<file path="config.mk">
export PLATFORM = sky130hd
export DESIGN_NAME = ir_climate_frame_decoder_unit
export DESIGN_NICKNAME = d
export VERILOG_FILES = /design/src/design/ircfd_pkg.sv /design/src/design/ir_climate_frame_decoder_unit.sv
export SDC_FILE = /design/constraint.sdc
export NUM_CORES = 2
export LEC_CHECK = 0
export BUFFER_PORTS_ARGS = -buffer_cell sky130_fd_sc_hd__buf_2
export CORE_ASPECT_RATIO = 0.5
export CORE_MARGIN = 2
export CORE_UTILIZATION = 65
export CTS_CLUSTER_SIZE = 25
export DETAILED_ROUTE_END_ITERATION = 10
export PLACE_DENSITY = 0.92
export SLEW_MARGIN = 25
export SYNTH_ARGS = -nofsm -noshare
export SYNTH_HDL_FRONTEND = slang
export SYNTH_SLANG_ARGS = --single-unit
export TNS_END_PERCENT = 1
</file>
<file path="constraint.sdc">
create_clock -name clk_i -period 14.5 [get_ports clk_i]
set_input_delay 2.9 -clock clk_i [delete_from_list [all_inputs] [get_ports clk_i]]
set_output_delay 2.9 -clock clk_i [all_outputs]
set_load 0.05 [all_outputs]
</file>
<file path="src/design/ircfd_pkg.sv">
package ircfd_pkg;

  localparam int FRAME_BYTES = 21;

  // item positions after the header pair
  localparam int DIV_A_POS = 6 * 8;
  localparam int DIV_B_POS = 14 * 8 + 1;
  localparam int LAST_ITEM = FRAME_BYTES * 8 + 2;

  localparam int BOUND_W = 21;
  localparam int SCALED_W = 23;

  // nominal durations in microseconds
  localparam int NUM_NOM = 6;
  localparam int NOM_HDR_MARK = 0;
  localparam int NOM_HDR_SPACE = 1;
  localparam int NOM_BIT_MARK = 2;
  localparam int NOM_ONE_SPACE = 3;
  localparam int NOM_ZERO_SPACE = 4;
  localparam int NOM_DIV_SPACE = 5;

  localparam logic [13:0] NOMINAL [NUM_NOM] = '{
    14'd9000, 14'd4494, 14'd572, 14'd1659, 14'd553, 14'd7960
  };

  localparam logic [6:0] TOL_RESET = 7'd25;
  localparam logic [5:0] MIN_TEMP_RESET = 6'd18;

  localparam logic [7:0] REMOTE_ID0 = 8'h83;
  localparam logic [7:0] REMOTE_ID1 = 8'h06;
  localparam logic [7:0] SWING_BYTE = 8'h40;

  localparam logic REG_TOLERANCE = 1'b0;
  localparam logic REG_MIN_TEMP = 1'b1;

  typedef enum logic [2:0] {
    ST_OK       = 3'd0,
    ST_HDR_FAIL = 3'd1,
    ST_BIT_FAIL = 3'd2,
    ST_FTR_FAIL = 3'd3,
    ST_SUM_FAIL = 3'd4,
    ST_ID_FAIL  = 3'd5
  } status_e;

  typedef enum logic [2:0] {
    MODE_OFF       = 3'd0,
    MODE_HEAT_COOL = 3'd1,
    MODE_HEAT      = 3'd2,
    MODE_COOL      = 3'd3,
    MODE_DRY       = 3'd4,
    MODE_FAN_ONLY  = 3'd5
  } mode_e;

  // bounds kept scaled by 100 so that the match needs no division
  typedef struct packed {
    logic [BOUND_W-1:0] lo;
    logic [BOUND_W-1:0] hi;
  } bound_t;

  function automatic bound_t make_bound(logic [6:0] tol, logic [13:0] nom);
    bound_t b;
    logic [BOUND_W-1:0] n;
    n = BOUND_W'(nom);
    if (tol >= 7'd100) begin
      b.lo = '0;
    end else begin
      b.lo = BOUND_W'((BOUND_W'(100) - BOUND_W'(tol)) * n);
    end
    b.hi = BOUND_W'((BOUND_W'(100) + BOUND_W'(tol)) * n);
    return b;
  endfunction

  // floor(lo/100) <= meas <= floor(hi/100)
  function automatic logic near(logic [SCALED_W-1:0] m100, bound_t b);
    logic [SCALED_W-1:0] m100_top;
    m100_top = m100 + SCALED_W'(99);
    return (SCALED_W'(b.lo) <= m100_top) && (m100 <= SCALED_W'(b.hi));
  endfunction

endpackage

</file>
<file path="src/design/ir_climate_frame_decoder_unit.sv">
// path: input register, combinational decode step, then result register; only a frame end
// or a failure writes a result word; throughput: one word per cycle while the result
// register is free or being read out
// reset: frame idle, checksums, mode, power and swing cleared, tolerance 25, minimum
// temperature 18; the captured frame bytes are not reset
module ir_climate_frame_decoder_unit (
  input  logic        clk_i,
  input  logic        rst_ni,
  // stream in
  input  logic        s_axis_tvalid,
  output logic        s_axis_tready,
  input  logic [31:0] s_axis_tdata,  // mark_us[15:0], space_us[31:16]
  input  logic [0:0]  s_axis_tuser,  // capture_start[0]
  // stream out
  output logic        m_axis_tvalid,
  input  logic        m_axis_tready,
  output logic [15:0] m_axis_tdata,  // hvac_mode[2:0], target_temp[9:3], fan_speed[11:10],
                                     // swing_on[12], power_assumed[13], zero[15:14]
  output logic [2:0]  m_axis_tuser,  // status[2:0]
  // configuration
  input  logic        psel,
  input  logic        penable,
  input  logic        pwrite,
  input  logic [2:0]  paddr,
  input  logic [31:0] pwdata,
  output logic [31:0] prdata,
  output logic        pready
);

  // configuration
  logic [6:0] tol_q;
  logic [5:0] min_temp_q;
  ircfd_pkg::bound_t bound_q [ircfd_pkg::NUM_NOM];
  logic cfg_wr;

  assign pready = 1'b1;
  assign cfg_wr = psel & penable & pwrite;
  assign prdata = (paddr[2] == ircfd_pkg::REG_MIN_TEMP) ? {26'd0, min_temp_q}
                                                        : {25'd0, tol_q};

  always_ff @(posedge clk_i or negedge rst_ni) begin
    if (!rst_ni) begin
      tol_q <= ircfd_pkg::TOL_RESET;
      min_temp_q <= ircfd_pkg::MIN_TEMP_RESET;
      for (int k = 0; k < ircfd_pkg::NUM_NOM; k++) begin
        bound_q[k] <= ircfd_pkg::make_bound(ircfd_pkg::TOL_RESET, ircfd_pkg::NOMINAL[k]);
      end
    end else if (cfg_wr) begin
      if (paddr[2] == ircfd_pkg::REG_TOLERANCE) begin
        tol_q <= pwdata[6:0];
        for (int k = 0; k < ircfd_pkg::NUM_NOM; k++) begin
          bound_q[k] <= ircfd_pkg::make_bound(pwdata[6:0], ircfd_pkg::NOMINAL[k]);
        end
      end else begin
        min_temp_q <= pwdata[5:0];
      end
    end
  end

  // input register
  logic        in_valid_q;
  logic [15:0] mark_q;
  logic [15:0] space_q;
  logic        start_q;
  logic        fire;
  logic        res_valid;

  assign fire = in_valid_q & (~res_valid | ~m_axis_tvalid | m_axis_tready);
  assign s_axis_tready = ~in_valid_q | fire;

  always_ff @(posedge clk_i or negedge rst_ni) begin
    if (!rst_ni) begin
      in_valid_q <= 1'b0;
    end else if (s_axis_tready) begin
      in_valid_q <= s_axis_tvalid;
    end
  end

  always_ff @(posedge clk_i) begin
    if (s_axis_tready && s_axis_tvalid) begin
      mark_q <= s_axis_tdata[15:0];
      space_q <= s_axis_tdata[31:16];
      start_q <= s_axis_tuser[0];
    end
  end

  // duration matching
  logic [ircfd_pkg::SCALED_W-1:0] mark100;
  logic [ircfd_pkg::SCALED_W-1:0] space100;
  logic hdr_mark_ok, hdr_space_ok, bit_mark_ok, one_ok, zero_ok, div_ok;

  assign mark100 = (ircfd_pkg::SCALED_W'(mark_q) << 6) + (ircfd_pkg::SCALED_W'(mark_q) << 5)
                 + (ircfd_pkg::SCALED_W'(mark_q) << 2);
  assign space100 = (ircfd_pkg::SCALED_W'(space_q) << 6)
                  + (ircfd_pkg::SCALED_W'(space_q) << 5)
                  + (ircfd_pkg::SCALED_W'(space_q) << 2);

  assign hdr_mark_ok = ircfd_pkg::near(mark100, bound_q[ircfd_pkg::NOM_HDR_MARK]);
  assign hdr_space_ok = ircfd_pkg::near(space100, bound_q[ircfd_pkg::NOM_HDR_SPACE]);
  assign bit_mark_ok = ircfd_pkg::near(mark100, bound_q[ircfd_pkg::NOM_BIT_MARK]);
  assign one_ok = ircfd_pkg::near(space100, bound_q[ircfd_pkg::NOM_ONE_SPACE]);
  assign zero_ok = ircfd_pkg::near(space100, bound_q[ircfd_pkg::NOM_ZERO_SPACE]);
  assign div_ok = ircfd_pkg::near(space100, bound_q[ircfd_pkg::NOM_DIV_SPACE]);

  // frame state
  logic [8:0] phase_q, phase_d;
  logic [7:0] acc_q, acc_d;
  logic [7:0] xor_lo_q, xor_lo_d;
  logic [7:0] xor_hi_q, xor_hi_d;
  logic [7:0] b0_q, b0_d, b1_q, b1_d, b2_q, b2_d, b3_q, b3_d;
  logic [7:0] b8_q, b8_d, b13_q, b13_d, b20_q, b20_d;
  ircfd_pkg::mode_e mode_q, mode_d;
  logic power_q, power_d;
  logic swing_q, swing_d;

  logic [8:0] pos;
  logic [7:0] bit_num;
  logic [4:0] byte_idx;
  logic [2:0] bit_idx;
  logic       bit_val;
  logic [7:0] acc_new;
  ircfd_pkg::status_e res_status;
  logic [6:0] res_temp;
  logic [1:0] res_fan;

  assign pos = phase_q - 9'd1;

  always_comb begin
    if (pos < 9'(ircfd_pkg::DIV_A_POS)) begin
      bit_num = pos[7:0];
    end else if (pos < 9'(ircfd_pkg::DIV_B_POS)) begin
      bit_num = 8'(pos - 9'd1);
    end else begin
      bit_num = 8'(pos - 9'd2);
    end
  end

  assign byte_idx = bit_num[7:3];
  assign bit_idx = bit_num[2:0];
  assign bit_val = one_ok;
  assign acc_new = ((bit_idx == 3'd0) ? 8'h00 : acc_q) | (8'(bit_val) << bit_idx);

  always_comb begin
    phase_d = phase_q;
    acc_d = acc_q;
    xor_lo_d = xor_lo_q;
    xor_hi_d = xor_hi_q;
    b0_d = b0_q;
    b1_d = b1_q;
    b2_d = b2_q;
    b3_d = b3_q;
    b8_d = b8_q;
    b13_d = b13_q;
    b20_d = b20_q;
    mode_d = mode_q;
    power_d = power_q;
    swing_d = swing_q;
    res_valid = 1'b0;
    res_status = ircfd_pkg::ST_OK;
    res_temp = '0;
    res_fan = '0;

    if (start_q) begin
      if (!(hdr_mark_ok && hdr_space_ok)) begin
        res_valid = 1'b1;
        res_status = ircfd_pkg::ST_HDR_FAIL;
        phase_d = '0;
      end else begin
        xor_lo_d = '0;
        xor_hi_d = '0;
        phase_d = 9'd1;
      end
    end else if (phase_q == 9'd0 || phase_q > 9'(ircfd_pkg::LAST_ITEM + 1)) begin
      phase_d = '0;
    end else if (pos >= 9'(ircfd_pkg::LAST_ITEM)) begin
      // footer mark closes the frame
      res_valid = 1'b1;
      phase_d = '0;
      if (!bit_mark_ok) begin
        res_status = ircfd_pkg::ST_FTR_FAIL;
      end else if (xor_lo_q != b13_q || xor_hi_q != b20_q) begin
        res_status = ircfd_pkg::ST_SUM_FAIL;
      end else if (b0_q != ircfd_pkg::REMOTE_ID0 || b1_q != ircfd_pkg::REMOTE_ID1) begin
        res_status = ircfd_pkg::ST_ID_FAIL;
      end else begin
        // power toggle
        if (b2_q[2]) begin
          if (mode_q != ircfd_pkg::MODE_OFF) begin
            mode_d = ircfd_pkg::MODE_OFF;
            power_d = 1'b0;
          end else begin
            power_d = 1'b1;
          end
        end
        if (power_d) begin
          case (b3_q[2:0])
            3'd0:    mode_d = ircfd_pkg::MODE_HEAT;
            3'd1:    mode_d = ircfd_pkg::MODE_HEAT_COOL;
            3'd2:    mode_d = ircfd_pkg::MODE_COOL;
            3'd3:    mode_d = ircfd_pkg::MODE_DRY;
            3'd4:    mode_d = ircfd_pkg::MODE_FAN_ONLY;
            default: ;
          endcase
        end
        if (b2_q[7] && b8_q == ircfd_pkg::SWING_BYTE) begin
          swing_d = ~swing_q;
        end
        res_temp = 7'(b3_q[7:4]) + 7'(min_temp_q);
        res_fan = b2_q[1:0];
      end
    end else if (pos == 9'(ircfd_pkg::DIV_A_POS) || pos == 9'(ircfd_pkg::DIV_B_POS)) begin
      if (!(bit_mark_ok && div_ok)) begin
        res_valid = 1'b1;
        res_status = ircfd_pkg::ST_BIT_FAIL;
        phase_d = '0;
      end else begin
        phase_d = phase_q + 9'd1;
      end
    end else begin
      if (!(bit_mark_ok && (one_ok || zero_ok))) begin
        res_valid = 1'b1;
        res_status = ircfd_pkg::ST_BIT_FAIL;
        phase_d = '0;
      end else begin
        phase_d = phase_q + 9'd1;
        acc_d = acc_new;
        if (bit_idx == 3'd7) begin
          case (byte_idx)
            5'd0:    b0_d = acc_new;
            5'd1:    b1_d = acc_new;
            5'd2:    b2_d = acc_new;
            5'd3:    b3_d = acc_new;
            5'd8:    b8_d = acc_new;
            5'd13:   b13_d = acc_new;
            5'd20:   b20_d = acc_new;
            default: ;
          endcase
          if (byte_idx >= 5'd2 && byte_idx <= 5'd12) begin
            xor_lo_d = xor_lo_q ^ acc_new;
          end else if (byte_idx >= 5'd14 && byte_idx <= 5'd19) begin
            xor_hi_d = xor_hi_q ^ acc_new;
          end
        end
      end
    end
  end

  always_ff @(posedge clk_i or negedge rst_ni) begin
    if (!rst_ni) begin
      phase_q <= '0;
      xor_lo_q <= '0;
      xor_hi_q <= '0;
      mode_q <= ircfd_pkg::MODE_OFF;
      power_q <= 1'b0;
      swing_q <= 1'b0;
    end else if (fire) begin
      phase_q <= phase_d;
      xor_lo_q <= xor_lo_d;
      xor_hi_q <= xor_hi_d;
      mode_q <= mode_d;
      power_q <= power_d;
      swing_q <= swing_d;
    end
  end

  // captured bytes, no reset
  always_ff @(posedge clk_i) begin
    if (fire) begin
      acc_q <= acc_d;
      b0_q <= b0_d;
      b1_q <= b1_d;
      b2_q <= b2_d;
      b3_q <= b3_d;
      b8_q <= b8_d;
      b13_q <= b13_d;
      b20_q <= b20_d;
    end
  end

  // result register
  logic       out_valid_q;
  logic [15:0] out_data_q;
  logic [2:0]  out_user_q;

  always_ff @(posedge clk_i or negedge rst_ni) begin
    if (!rst_ni) begin
      out_valid_q <= 1'b0;
    end else if (fire && res_valid) begin
      out_valid_q <= 1'b1;
    end else if (m_axis_tready) begin
      out_valid_q <= 1'b0;
    end
  end

  always_ff @(posedge clk_i) begin
    if (fire && res_valid) begin
      out_data_q <= {2'b00, power_d, swing_d, res_fan, res_temp, mode_d};
      out_user_q <= res_status;
    end
  end

  assign m_axis_tvalid = out_valid_q;
  assign m_axis_tdata = out_data_q;
  assign m_axis_tuser = out_user_q;

endmodule
</file>
### Word level (Yosys, flattened, before mapping)

Cells that the tools add are included.

| cells by class | value |
|---|---|
| add/sub/neg operators | 13 |
| multipliers | 12 |
| magnitude comparators | 21 |
| equality and inequality tests | 23 |
| shift-type cells | 1 |
| muxes and demuxes | 83 |
| bitwise gates (word level) | 19 |
| reduce and logical (&&, ||, !) cells | 42 |

Operator list:

| operator | number |
|---|---|
| 2-to-1 mux 8 bit | 19 |
| <= comparator 21 x 23 -> 1 bit | 6 |
| <= comparator 23 x 21 -> 1 bit | 6 |
| 2-to-1 mux 21 bit | 6 |
| AND reduction 8 bit | 8 |
| 2-to-1 mux 9 bit | 6 |
| 2-to-1 mux 3 bit | 16 |
| adder 22 x 21 -> 23 bit | 2 |
| adder 23 x 18 -> 23 bit | 2 |
| adder 23 x 7 -> 23 bit (second input constant) | 2 |
| multiplier 21 x 10 -> 21 bit (second input constant) | 2 |
| multiplier 21 x 11 -> 18 bit (second input constant) | 2 |
| multiplier 21 x 11 -> 21 bit (second input constant) | 2 |
| multiplier 21 x 12 -> 20 bit (second input constant) | 2 |
| multiplier 21 x 8 -> 19 bit (second input constant) | 2 |
| 2-to-1 mux 1 bit | 32 |
| multiplier 21 x 10 -> 18 bit (second input constant) | 1 |
| multiplier 8 x 10 -> 18 bit (second input constant) | 1 |
| inequality test 8 bit | 2 |
| XOR 8 bit | 2 |
| case mux 3 bit (5 select lines) | 1 |
| logical AND 1 bit | 14 |
| == test 5 x 2 -> 1 bit (second input constant) | 2 |
| == test 5 x 4 -> 1 bit (second input constant) | 2 |
| other kinds (45) | 74 |

| storage, ports and cells | value |
|---|---|
| flip-flop bits (word level) | 402 |
| input port bits | 75 |
| output and inout port bits | 54 |

### Depth between registers and ports, before layout

| logic depth | value |
|---|---|
| word-level depth | 18 |
| depth in mapped cells | 28 |
| mapped depth without buffers | 27 |

### Worst setup path after synthesis

Ideal clock, no wire load.

| path | value |
|---|---|
| path type | input port to flip-flop |
| start | input pwdata[2] |
| end | register bound_q[122] (netlist name) |
| setup time | 0.122 ns |
| arrival time | 11.014 ns |
| required time | 14.378 ns |
| slack | 3.364 ns |
| stages on the path | 24 |
| path buffers | 3 |
| cells stage by stage | clkbuf_1 > inv_1 > a21o_1 > and3_1 > or2_2 > clkbuf_1 > inv_2 > buf_1 > ha_1 > fa_1 > inv_1 > fa_1 > inv_1 > fa_1 > fa_1 > ha_1 > o21ai_0 > a21boi_0 > o21a_1 > nor2_1 > o21ai_0 > a21o_1 > a211o_1 > a32o_1 |

| between the ends | value |
|---|---|
| longest elaborated chain between the ends | 3 |
| elaborated cells on any way between the ends | 4 |
| classes of those cells | add/sub (1); mul (1); order compare (1); mux (1) |

Ends and longest elaborated chain:

| item | RTL line | source |
|---|---|---|
| start: declaration | ir_climate_frame_decoder_unit.sv:25 | `input logic [31:0] pwdata,` |
| subtractor 7 x 7 -> 8 bit | ircfd_pkg.sv:67 | `b.lo = BOUND_W'((BOUND_W'(100) - BOUND_W'(tol)) * n);` |
| multiplier 21 x 11 -> 21 bit | ircfd_pkg.sv:67 |  |
| 2-to-1 mux 21 bit * | ircfd_pkg.sv:64 | `if (tol >= 7'd100) begin` |
| end signal: indexed assignment | ir_climate_frame_decoder_unit.sv:46 | `bound_q[k] <= ircfd_pkg::make_bound(ircfd_pkg::TOL_RESET, ircfd_pkg::NOMINAL[k]);` |
| end signal: indexed assignment | ir_climate_frame_decoder_unit.sv:52 | `bound_q[k] <= ircfd_pkg::make_bound(pwdata[6:0], ircfd_pkg::NOMINAL[k]);` |
| end: declaration | ir_climate_frame_decoder_unit.sv:33 | `ircfd_pkg::bound_t bound_q [ircfd_pkg::NUM_NOM];` |

Every way passes the cells marked *; elsewhere a longest branch is shown, timed or not.
A chain may end at the register's enable or synchronous reset.

### Final worst setup path

| path | value |
|---|---|
| start | register space_q[0] |
| end | output s_axis_tready |

| between the ends | value |
|---|---|
| longest elaborated chain between the ends | 17 |
| elaborated cells on any way between the ends | 31 |
| classes of those cells | add/sub (3); order compare (8); mux (7); bitwise (5); reduce/logical (8) |

Ends and longest elaborated chain:

| item | RTL line | source |
|---|---|---|
| start: declaration | ir_climate_frame_decoder_unit.sv:63 | `logic [15:0] space_q;` |
| start signal: assignment | ir_climate_frame_decoder_unit.sv:82 | `space_q <= s_axis_tdata[31:16];` |
| adder 22 x 21 -> 23 bit | ir_climate_frame_decoder_unit.sv:95 | `+ (ircfd_pkg::SCALED_W'(space_q) << 5)` |
| adder 23 x 18 -> 23 bit * | ir_climate_frame_decoder_unit.sv:96 | `+ (ircfd_pkg::SCALED_W'(space_q) << 2);` |
| adder 23 x 7 -> 23 bit | ircfd_pkg.sv:76 | `m100_top = m100 + SCALED_W'(99);` |
| <= comparator 21 x 23 -> 1 bit | ircfd_pkg.sv:77 | `return (SCALED_W'(b.lo) <= m100_top) && (m100 <= SCALED_W'(b.hi));` |
| logical AND 1 bit | ircfd_pkg.sv:77 |  |
| logical OR 1 bit | ir_climate_frame_decoder_unit.sv:220 | `if (!(bit_mark_ok && (one_ok \|\| zero_ok))) begin` |
| logical AND 1 bit | ir_climate_frame_decoder_unit.sv:220 |  |
| 2-to-1 mux 1 bit | ir_climate_frame_decoder_unit.sv:220 |  |
| 2-to-1 mux 1 bit | ir_climate_frame_decoder_unit.sv:211 | `end else if (pos == 9'(ircfd_pkg::DIV_A_POS) \|\| pos == 9'(ircfd_pkg::DIV_B_POS)) begin` |
| 2-to-1 mux 1 bit | ir_climate_frame_decoder_unit.sv:175 | `end else if (pos >= 9'(ircfd_pkg::LAST_ITEM)) begin` |
| 2-to-1 mux 1 bit | ir_climate_frame_decoder_unit.sv:173 | `end else if (phase_q == 9'd0 \|\| phase_q > 9'(ircfd_pkg::LAST_ITEM + 1)) begin` |
| 2-to-1 mux 1 bit * | ir_climate_frame_decoder_unit.sv:163 | `if (start_q) begin` |
| NOT 1 bit * | ir_climate_frame_decoder_unit.sv:68 | `assign fire = in_valid_q & (~res_valid \| ~m_axis_tvalid \| m_axis_tready);` |
| OR 1 bit * (2 in a row) | ir_climate_frame_decoder_unit.sv:68 |  |
| AND 1 bit * | ir_climate_frame_decoder_unit.sv:68 |  |
| OR 1 bit * | ir_climate_frame_decoder_unit.sv:69 | `assign s_axis_tready = ~in_valid_q \| fire;` |
| end: declaration | ir_climate_frame_decoder_unit.sv:11 | `output logic s_axis_tready,` |

Marked as above.

==> flow_metrics.tcl <==
set metrics [dict create \
    path_delay_family "compound AO/OA/AOI/OAI gates" \
    drive_gt1_share_pct 7.91 \
    synth_area_mm2 0.0384 \
    grt_max_degree 177 \
    grt_overflow 0 \
    ys_ff_latch 360 \
    slowest_delay_ns 0.88 \
    fin_ws_ns 2.68 \
    cpMaxStageDelayCell "xor2_1" \
    antenna_left 0 \
    fmaxAchievable_ghz 0.0846 \
    regToRegSetupSlack_ns 5.43 \
    core_mm2 0.0579 \
    cts-root-buf "clkbuf_16" \
    criticalPathCategory "flop to output port" \
    post_drt_wl_per_cell_um 22.7 \
    ctsResizeCount 0 \
    critPathLaunchType "flop" \
    nets 5136 \
    drcViolationCount 0 \
    worstSkewPairLatency_ns 0.59 \
    slew_viol_final 0 \
    drtIter0Drc 3257 \
    cts_tree "yes" \
    critPathBufInv 2 \
    whs_path_depth 2 \
    yosysSeqAreaShare_pct 25.2 \
    viasPerCell 6.40 \
    place_hpwl_mm 86.4 \
    synth_warnings 0 \
    cts_max_level 2 \
    crit_path_max_fanout 8 \
    ir_drop_mv 0.132 \
    fin_area_mm2 0.0410 \
    p_leak_nw 20.2 \
    placed_area_mm2 0.0397 \
    ios 129 \
    synth_edf_count 109 \
    nFillCells 3896 \
    numPortBuffers 73 \
    cp.arrival_ns 8.92 \
    avgSynthCellArea_um2 9.41 \
    dp_slack_ns 3.52 \
    status "finished, final reports clean" \
    dr.pass1.iters 9 \
    rsz0062_at_grt "no" \
    synth.largest_area_cell "ha_1" \
    cts.clk_slew.worst_paths_ns 0.07 \
    tns_ns 0 \
    cp-end-kind "output port" \
    hp-start "bound_q[33]" \
    place.gp.congestion 0.991 \
    place_inst 4881 \
    reg2reg_to "b3_q[4]" \
    p_per_area_mw_per_mm2 207 \
    numCtsBuffers 38 \
    final_common_cell "inv_1" \
    fp.dieH_um 176 \
    fin_crit_sh_pct 81.6 \
    worstPathRequired_ns 11.60 \
    fp.dieArea_mm2 0.0611 \
    synthFlopType "dfrtp_1" \
    grt_pass1_wl_mm 176 \
    cts-hold-fix-buffers 0 \
    rr_worst_depth 27 \
    slew_headroom_pct 25.7 \
    synth_area_leaders "ha_1 21%, fa_1 13%, dfrtp_1 11%, edfxtp_1 8.5%, inv_1 6.7%" \
    synth-async-reset-ratio_pct 69.7 \
    whs_ns 0.474 \
    placementRows 62 \
    clock_sinks 360 \
    cts_buffer_depth 3 \
    layout_common_cells "681 x inv_1, 658 x ha_1, 330 x nand2_1" \
    hold_violations 0 \
    drt-total-wl_mm 112 \
    hold_end "bound_q[33]" \
    initial_utilization_pct 66.3 \
    vias 31700 \
    fin_cells 4956 \
    first_global_vias 32600 \
    fin_skew_ns 0.0178 \
    netlist.area_leader.share_pct 21.5 \
    ys_types 100 \
    synth_cells 4078 \
    maxCapViolCount 0 \
    finalCriticalPeriod_ns 11.82 \
    cts_setup_buffers 0 \
    die_x_um 348 \
    worstMarginPinSlew_ns 1.11 \
    setup_viol 0 \
    r2r_start "mark_q[1]" \
    antenna_found_initial 9 \
    grtUsageTotal_pct 37.0 \
    holdCritPathClass "flop to flop" \
    area_delta_synth_final_pct 6.81 \
]
-- kinds of logic after synthesis --
kind of cell | synth area share, %
xor+xnor | 5.35
flops | 25.2
fa+ha+maj | 34.6
simple gates | 10.6
buf+inv | 8.02
mux | 0.502
compound gates | 15.8
other cells | 0.0196
-- layout make-up --
type | count | area [um2] | area share [%]
clock inverter | 20 | 228 | 0.556
inverter | 685 | 2570 | 6.27
antenna | 6 | 15.0 | 0.0366
sequential | 360 | 9660 | 23.6
timing repair buffer | 110 | 678 | 1.65
multi-input combinational | 2958 | 25800 | 63.0
tap | 768 | 961 | 2.34
clock buffer | 49 | 1050 | 2.57
-- metal layers --
metal | up-vias | track usage [%] | share of wire, %
met4 | 8 | 21.1 | 6.4
met1 | 15200 | 46.5 | 38
met5 | - | 0 | 0.045
li1 | 14100 | - | -
met3 | 519 | 10.4 | 12
met2 | 1870 | 57.9 | 44
-- flip-flops by register name (all words and copies together) (netlist names) --
signal	flops
bound_q	206
b0_q	8
xor_hi_q	8
mode_q	3
m_axis_tvalid	1
tol_q	7
mark_q	16
b20_q	8
in_valid_q	1
acc_q	8
m_axis_tdata	14
space_q	16
b2_q	4
min_temp_q	6
start_q	1
b1_q	8
m_axis_tuser	3
b8_q	8
b13_q	8
swing_q	1
xor_lo_q	8
power_q	1
phase_q	9
b3_q	7
-- worst reg2reg max path, delay by kind of cell (launching register included) --
family / cells / cell delay (ns)
AND/OR/NAND/NOR: 12 / 4.02
adder cells (fa/ha/maj): 4 / 1.52
AO/OA/AOI/OAI: 5 / 1.32
buffers and inverters: 4 / 0.87
flip-flops: 1 / 0.64
XOR/XNOR: 2 / 0.40
-- power by group --
group          internal, W  switching (W)  total, W
Combinational      0.00230        0.00356   0.00586
Clock             0.000562       0.000487   0.00105
Sequential         0.00137       0.000197   0.00157
Total              0.00423        0.00425   0.00848
-- cells in the mapped netlist, types with 12 or more instances --
master     number
a31oi_1        26
a21oi_1       184
or3_1          12
a22o_1         18
a21o_1         77
nand2_1       330
nor2_1        137
nand4_1        45
o211ai_1       21
clkbuf_1       66
xnor2_1       170
or2_2          17
and3_1         25
a211o_1        18
nor4_1         16
nor2b_1        49
nand2b_1       32
o31ai_1        42
fa_1          250
nor3_1         44
a211oi_1       19
o21a_1         32
buf_4          28
dfstp_2        83
inv_1         681
o21ai_0       302
dfrtp_1       168
ha_1          658
o21bai_1       42
o22ai_1        12
a21boi_0       27
edfxtp_1      109
a2111oi_0      15
xor2_1         60
nand3_1        52
-- worst max-delay path by stage --
stage               slack (ns)  depth (start not counted)             to       start
floorplan                 3.36                         24   bound_q[122]   pwdata[2]
detailed placement        3.52                         26  s_axis_tready  space_q[0]
global placement          3.75                         26  s_axis_tready  space_q[0]
global route              2.35                         26  s_axis_tready  space_q[0]
finish                    2.68                         26  s_axis_tready  space_q[0]
CTS                       2.92                         26  s_axis_tready  space_q[0]
-- through the flow --
step,total power [W],utilization (%)
after CTS,0.00828,70.8
after floorplan,0.00551,-
after global placement,0.00681,68.5
after global routing,0.00909,70.8
after detailed placement,0.00713,68.6
final,0.00848,70.8
Note: power is estimated with default switching activity, not from simulation.
